===== src/design/logistic_regression_trainer_macros.svh =====
// Assertion macros for the logistic regression trainer.
// Used by the top level only; needs nothing else.
`ifndef LOGISTIC_REGRESSION_TRAINER_MACROS_SVH
`define LOGISTIC_REGRESSION_TRAINER_MACROS_SVH

`ifndef ASSERT_OFF
// same-cycle implication, masked while reset is held
`define LRT_ASSERT_HOLDS(lbl, ck, rstn, ante, cons, msg) \
  lbl: assert property (@(posedge ck) disable iff (!rstn) (ante) |-> (cons)) \
    else $error(msg);
// next-cycle implication, masked while reset is held
`define LRT_ASSERT_NEXT(lbl, ck, rstn, ante, cons, msg) \
  lbl: assert property (@(posedge ck) disable iff (!rstn) (ante) |=> (cons)) \
    else $error(msg);
`else
`define LRT_ASSERT_HOLDS(lbl, ck, rstn, ante, cons, msg)
`define LRT_ASSERT_NEXT(lbl, ck, rstn, ante, cons, msg)
`endif

`endif


===== src/design/lrt_pkg.sv =====
// Shared types, widths, codes and the sigmoid table of the trainer.
// No dependencies; the design modules and the bench use it.
`timescale 1ns / 1ps

package lrt_pkg;

  localparam int MAX_SAMPLES = 1024;
  localparam int ADDR_W      = $clog2(MAX_SAMPLES);
  localparam int CNT_W       = $clog2(MAX_SAMPLES + 1);

  localparam int FEAT_W  = 8;
  localparam int W_W     = 32;
  localparam int W_FRAC  = 24;
  localparam int LR_W    = 24;
  localparam int EC_W    = 20;

  localparam int SIG_ENTRIES = 1024;
  localparam int SIG_BITS    = $clog2(SIG_ENTRIES);
  localparam int SIG_W       = 16;

  // error is Q1.16 signed in [-65535, 65536]
  localparam int ERR_W  = SIG_W + 2;
  localparam int WERR_W = ERR_W + FEAT_W;
  localparam int ESUM_W = ERR_W + ADDR_W;
  localparam int WSUM_W = WERR_W + ADDR_W;

  // z = w0 + w1 * feature
  localparam int Z_W = W_W + FEAT_W + 2;

  // step = round(lr * |sum| / (n << D_SHIFT))
  localparam int MAG_W     = WSUM_W - 1;
  localparam int MAG_LO_W  = 18;
  localparam int MAG_HI_W  = MAG_W - MAG_LO_W;
  localparam int D_SHIFT   = 40 - W_FRAC;
  localparam int P_W       = LR_W + MAG_W + 1;
  localparam int DIV_W     = P_W - D_SHIFT;
  localparam int DIV_CNT_W = $clog2(DIV_W);
  localparam int STEP_W    = DIV_W + 1;
  localparam int UPD_W     = STEP_W + 1;

  localparam int CFG_IDX_W = 4;
  localparam logic [CFG_IDX_W-1:0] CFG_LEARNING_RATE = CFG_IDX_W'(0);
  localparam logic [CFG_IDX_W-1:0] CFG_EPOCH_COUNT   = CFG_IDX_W'(1);

  localparam logic [LR_W-1:0] LR_RESET = LR_W'(16777);
  localparam logic [EC_W-1:0] EC_RESET = EC_W'(500000);

  localparam logic signed [W_W-1:0] W_ONE = W_W'(1) << W_FRAC;
  localparam logic signed [W_W-1:0] W_MAX = {1'b0, {(W_W-1){1'b1}}};
  localparam logic signed [W_W-1:0] W_MIN = {1'b1, {(W_W-1){1'b0}}};

  localparam longint SIG_LIM = longint'(8) << W_FRAC;
  localparam logic [ERR_W-1:0] LABEL_ONE = ERR_W'(65536);

  typedef struct packed {
    logic [FEAT_W-1:0] feature;
    logic              label;
  } sample_t;

  typedef struct packed {
    logic              en;
    logic [ADDR_W-1:0] addr;
  } mem_rd_t;

  typedef struct packed {
    logic              en;
    logic [ADDR_W-1:0] addr;
    sample_t           data;
  } mem_wr_t;

  typedef enum logic [2:0] {
    ST_LOAD,
    ST_EPOCH_START,
    ST_EPOCH_RUN,
    ST_STEP0_START,
    ST_STEP0_WAIT,
    ST_STEP1_START,
    ST_STEP1_WAIT,
    ST_EMIT
  } trainer_state_t;

  typedef enum logic [2:0] {
    SS_IDLE,
    SS_MUL_LO,
    SS_MUL_HI,
    SS_ADD,
    SS_DIV,
    SS_DONE
  } step_state_t;

  typedef logic [SIG_W-1:0] sig_rom_t [SIG_ENTRIES];

  // restoring long division for the table build
  function automatic logic [63:0] div_u64(logic [63:0] num, logic [63:0] den);
    logic [64:0] rem;
    logic [63:0] quo;
    rem = '0;
    quo = '0;
    for (int b = 63; b >= 0; b--) begin
      rem = {rem[63:0], num[b]};
      if (rem >= {1'b0, den}) begin
        rem    = rem - {1'b0, den};
        quo[b] = 1'b1;
      end
    end
    return quo;
  endfunction

  // e^-t in Q31 from a cubic on t/256, squared eight times
  function automatic logic [63:0] exp_neg_q31(logic [63:0] t);
    logic [63:0] u;
    logic [63:0] u2;
    logic [63:0] u3;
    logic [63:0] e;
    u  = t >> 8;
    u2 = (u * u) >> 31;
    u3 = (u2 * u) >> 31;
    e  = (64'd1 << 31) - u + (u2 >> 1) - div_u64(u3, 64'd6);
    for (int r = 0; r < 8; r++) begin
      e = (e * e) >> 31;
    end
    return e;
  endfunction

  function automatic logic [63:0] half_sigmoid(logic [63:0] k);
    logic [63:0] t;
    logic [63:0] d;
    t = div_u64((64'd16 * k) << 31, 64'(SIG_ENTRIES));
    d = (64'd1 << 31) + exp_neg_q31(t);
    return div_u64((64'd1 << 47) + (d >> 1), d);
  endfunction

  // evaluated once at elaboration
  function automatic sig_rom_t build_sig_rom();
    sig_rom_t    rom;
    logic [63:0] v;
    for (int i = 0; i < SIG_ENTRIES; i++) begin
      if (i >= SIG_ENTRIES / 2) begin
        v = half_sigmoid(64'(i - SIG_ENTRIES / 2));
      end else begin
        v = 64'd65536 - half_sigmoid(64'(SIG_ENTRIES / 2 - i));
      end
      if (v > 64'd65535) begin
        v = 64'd65535;
      end
      rom[i] = v[SIG_W-1:0];
    end
    return rom;
  endfunction

  localparam sig_rom_t SIG_ROM = build_sig_rom();

endpackage


===== src/design/lrt_step_unit.sv =====
// Weight step: split multiply by the learning rate, then restoring divide by n.
// Depends on lrt_pkg.
`timescale 1ns / 1ps

module lrt_step_unit (
  input  logic                              clk,
  input  logic                              rst_n,
  input  logic                              start,
  input  logic [lrt_pkg::MAG_W-1:0]         mag,
  input  logic                              neg,
  input  logic [lrt_pkg::LR_W-1:0]          lr,
  input  logic [lrt_pkg::CNT_W-1:0]         n,
  output logic                              done,
  output logic signed [lrt_pkg::STEP_W-1:0] step
);
  import lrt_pkg::*;

  step_state_t state_r, state_nxt;

  logic [MAG_W-1:0]         mag_r;
  logic                     neg_r;
  logic [LR_W+MAG_LO_W-1:0] plo_r;
  logic [LR_W+MAG_HI_W-1:0] phi_r;
  logic [DIV_W-1:0]         quo_r;
  logic [CNT_W-1:0]         rem_r;
  logic [DIV_CNT_W-1:0]     cnt_r;

  logic [P_W-1:0]           psum;
  logic [CNT_W:0]           trial_a;
  logic [CNT_W:0]           trial_d;
  logic signed [STEP_W-1:0] q_s;

  always_comb begin
    state_nxt = state_r;
    case (state_r)
      SS_IDLE:   if (start) state_nxt = SS_MUL_LO;
      SS_MUL_LO: state_nxt = SS_MUL_HI;
      SS_MUL_HI: state_nxt = SS_ADD;
      SS_ADD:    state_nxt = SS_DIV;
      SS_DIV:    if (cnt_r == DIV_CNT_W'(DIV_W - 1)) state_nxt = SS_DONE;
      SS_DONE:   state_nxt = SS_IDLE;
      default:   state_nxt = SS_IDLE;
    endcase
  end

  always_comb begin
    case (state_r)
      SS_DONE: done = 1'b1;
      default: done = 1'b0;
    endcase
  end

  always_ff @(posedge clk) begin
    if (!rst_n) begin
      state_r <= SS_IDLE;
    end else begin
      state_r <= state_nxt;
    end
  end

  // lr * |sum| + d/2, with d = n << D_SHIFT
  assign psum = (P_W'(phi_r) << MAG_LO_W) + P_W'(plo_r) + (P_W'(n) << (D_SHIFT - 1));

  assign trial_a = {rem_r, quo_r[DIV_W-1]};
  assign trial_d = trial_a - {1'b0, n};

  always_ff @(posedge clk) begin
    case (state_r)
      SS_IDLE: begin
        mag_r <= mag;
        neg_r <= neg;
      end
      SS_MUL_LO: plo_r <= lr * mag_r[MAG_LO_W-1:0];
      SS_MUL_HI: phi_r <= lr * mag_r[MAG_W-1:MAG_LO_W];
      SS_ADD: begin
        quo_r <= psum[P_W-1:D_SHIFT];
        rem_r <= '0;
        cnt_r <= '0;
      end
      SS_DIV: begin
        // one quotient bit a cycle
        if (trial_d[CNT_W]) begin
          rem_r <= trial_a[CNT_W-1:0];
          quo_r <= {quo_r[DIV_W-2:0], 1'b0};
        end else begin
          rem_r <= trial_d[CNT_W-1:0];
          quo_r <= {quo_r[DIV_W-2:0], 1'b1};
        end
        cnt_r <= DIV_CNT_W'(cnt_r + 1'b1);
      end
      default: begin
      end
    endcase
  end

  assign q_s  = $signed({1'b0, quo_r});
  assign step = neg_r ? -q_s : q_s;

endmodule


===== config.mk =====
export PLATFORM = sky130hd
export DESIGN_NAME = lrt_step_unit
export DESIGN_NICKNAME = d
export VERILOG_FILES = /design/src/design/logistic_regression_trainer_macros.svh /design/src/design/lrt_pkg.sv /design/src/design/lrt_step_unit.sv
export SDC_FILE = /design/constraint.sdc
export NUM_CORES = 2
export LEC_CHECK = 0
export BUFFER_PORTS_ARGS = -buffer_cell sky130_fd_sc_hd__buf_2
export CORE_MARGIN = 3
export CORE_UTILIZATION = 50
export CTS_BUF_LIST = sky130_fd_sc_hd__clkbuf_8
export DETAILED_ROUTE_END_ITERATION = 8
export GPL_ROUTABILITY_DRIVEN = 0
export PLACE_DENSITY_LB_ADDON = 0.12
export SYNTH_ARGS = -nofsm -noshare
export SYNTH_HDL_FRONTEND = slang
export SYNTH_SLANG_ARGS = --single-unit

===== constraint.sdc =====
create_clock -name clk -period 6.1 [get_ports clk]
set_clock_uncertainty 0.05 [all_clocks]
set_input_delay 0 -clock clk [delete_from_list [all_inputs] [get_ports clk]]
set_output_delay 0 -clock clk [all_outputs]
set_load 0.01 [all_outputs]

==> results.ini <==
[flow_run]
cap_violations = 0

[floorplanning]
die_height_microns = 271
floorplan.die_area_sq_um = 73600
pin_count = 120
die_x_microns = 271
rows = 96
start_util = 0.509
core_area_sq_um = 69200

[route]
vias_per_cell = 5.01
wl_microns = 88400
firstDrtPassIters = 5
vias = 25800
wl_per_cell_microns = 17.2
drc_errors = 0
drt_first_iter_violations = 1397
postRouteAntennaNets = 0

[layout]
drive_above_1_share = 0.164
syn_to_final_growth_pct = 17.7
final_cell_mix = 835 x inv_1, 676 x fa_1, 595 x nand2_1, 307 x and2_1, 307 x buf_4
nets = 5243
final_core_util = 0.599
final_common_cell = inv_1

[timing]
slew_headroom = 0.198
period_needed_ns = 6.50
min_period_over_period = 1.06
slew_violations = 0
setup_ws_ns = -0.396
rsz0062_at_grt = true
fmax_mhz = 154
setup_viol = 30
worst_pin_slew_ns = 1.20
hold_viol_final = 0

[yosys]
synth_top_family_by_area = adder cells
synth_compound_area_frac = 0.0564
yosys_warnings = 0
synthAdderAreaFrac = 0.493
async_reset_ff_frac = 0
synth_seq_area_share = 0.142
synth_edf_count = 165
synthSimpleGateAreaFrac = 0.157
synth_area_sq_um = 35200
yosys.cell_types.count = 69
synthCells = 3818
synth_flop_cell = edfxtp_1
synth_xor_xnor_area_share = 0.0380
synth_mux_area_frac = 0.00259
syn_avg_cell_area_sq_um = 9.22
synth.net_count = 4867
ys_ff_latch = 168

[clock_tree]
cts_root_buffer = clkbuf_8
cts_made_buffers = 17
clock_latency_ns = 0.55
clockBufferDepth = 2
cts_tree = yes
clkTransAtPathRegs_ns = 0.12
cts_sinks = 168
htree_levels = 4

[setup_path]
crit_type = register to register
startpoint = mag_r[8]
crit_chain = buf_6 > and2_4 > fa_1 > inv_1 > fa_2 > fa_1 > inv_2 > fa_1 > fa_1 > inv_1 > fa_1 > inv_1 > ha_4 > a21oi_2 > o21ai_2 > a221oi_2 > and3_4 > a211oi_4 > o21ai_2 > nor2_4 > a311o_1 > a41o_2 > o41ai_2 > xnor2_1
worst-path-buf-inv = 5
worstPathRequired_ns = 6.36
startpoint_type = register
cp-end-kind = register
slowest_delay_ns = 0.54
regToRegStartpoint = mag_r[8]
path_max_fanout = 4
crit_family = adder cells
cp_common_cell = fa_1
critPathSlowestCell = fa_1
arrival_ns = 6.75

[worst_hold_path]
worstHoldStart = lr[0]
hold_class = input port to register

[placement]
hpwl_microns = 74500
place.port_buffers = 119
place_worst_setup_slack_ns = -0.453

[run_status]
violations = negative setup slack
status = complete, but fails checks

[global_route]
antenna_found_initial = 3
grt_pass1_vias = 27400
grt_max_degree = 72
grtUsageTotal = 0.253
grt_pass1_wl_microns = 147000
grt_overflow = 0

## sequential cells by signal (all words and copies together) (netlist names)
signal   count
plo_r       27
phi_r       41
quo_r       44
neg_r        1
rem_r       11
state_r      3
mag_r       35
cnt_r        6
## synthesized netlist by cell type, types with 4 or more instances
cell type | instances | area (sq um)
o21ai_1 | 7 | 35.0
o41ai_1 | 7 | 61.3
nand2b_1 | 16 | 100
nand4_1 | 13 | 81.3
or4_1 | 5 | 37.5
o21bai_1 | 12 | 90.1
o31ai_1 | 13 | 97.6
inv_1 | 856 | 3210
nor3b_1 | 4 | 30.0
a211oi_1 | 9 | 67.6
xor2_1 | 45 | 394
and4_1 | 4 | 35.0
nor3_1 | 19 | 95.1
nor2_1 | 112 | 420
a31oi_1 | 7 | 43.8
a21boi_0 | 5 | 37.5
a21oi_1 | 100 | 500
edfxtp_1 | 165 | 4950
a21o_1 | 41 | 308
nor2b_1 | 11 | 68.8
clkbuf_1 | 173 | 649
fa_1 | 689 | 13800
o211ai_1 | 6 | 45.0
ha_1 | 286 | 3580
or3_1 | 4 | 25.0
o21a_1 | 12 | 90.1
xnor2_1 | 106 | 928
nand2_1 | 600 | 2250
mux2i_1 | 8 | 80.1
or2_2 | 4 | 25.0
o21ai_0 | 65 | 325
and2_1 | 321 | 2010
nand3_1 | 30 | 150
and3_1 | 16 | 100
## stage by stage
stage	setup TNS [ns]	instance area (sq um)	instances	hold slack (ns)
2_1_floorplan	-0.245	35500	3818	0.0489
3_3_place_gp	-6.49	39700	5043	0.126
3_5_place_dp	-8.02	39700	5043	0.128
4_1_cts	-5.36	41000	5133	0.00860
5_1_grt	-14.31	41400	5140	0.0433
6_report	-6.30	41400	5142	0.0544
## what timing repair did
item,4_1_cts,5_1_grt
buffers inserted,20,12
gates cloned,2,0
hold buffers,40,0
pin swaps,35,46
hold endpoints to repair,42,0
setup endpoints to repair,31,40
resized for setup,73,98
## logic make-up (layout without fill, tap and decap cells)
logic type                 Yosys count  in the layout
AOI/OAI and AO/OA                  312            312
and+or+nand+nor                   1169           1169
other                                0              4
adders and majority gates          975            975
muxes                                9              9
xor gates and xnor gates           152            152
buffers and inverters             1033           1422
DFF                                168            168
## tightest hold or removal path: cells and delay by family
kind / cells / cell delay (ns)
and+or+nand+nor: 1 / 0.13
buffers and inverters: 2 / 0.39
## layer usage
| layer | global-route usage | routed length [microns] | up-vias |
|---|---|---|---|
| met3 | 0.0626 | 6330 | 81 |
| met5 | 0 | 0 | - |
| li1 | - | - | 12200 |
| met1 | 0.356 | 40500 | 12800 |
| met4 | 0.0569 | 1930 | 0 |
| met2 | 0.399 | 39600 | 625 |
## cell type report
type	count	area, sq um
Antenna cell	4	10.0
Clock buffer	17	234
Clock inverter	15	176
Fill cell	6117	27700
Inverter	856	3210
Multi-Input combinational cell	2617	27100
Sequential cell	168	5010
Tap cell	931	1160
Timing Repair Buffer	534	4480
## final timing paths
check                    to  slack [ns]  cells past startpoint
setup reg to reg  plo_r[41]       -0.40                     24
setup / recovery  plo_r[41]       -0.40                     24
hold / removal     phi_r[0]        0.05                      3
hold reg to reg    rem_r[4]        0.55                      2
Power is not shown: default switching activity piles up to over one toggle a cycle in this logic, so the estimate is an artifact.
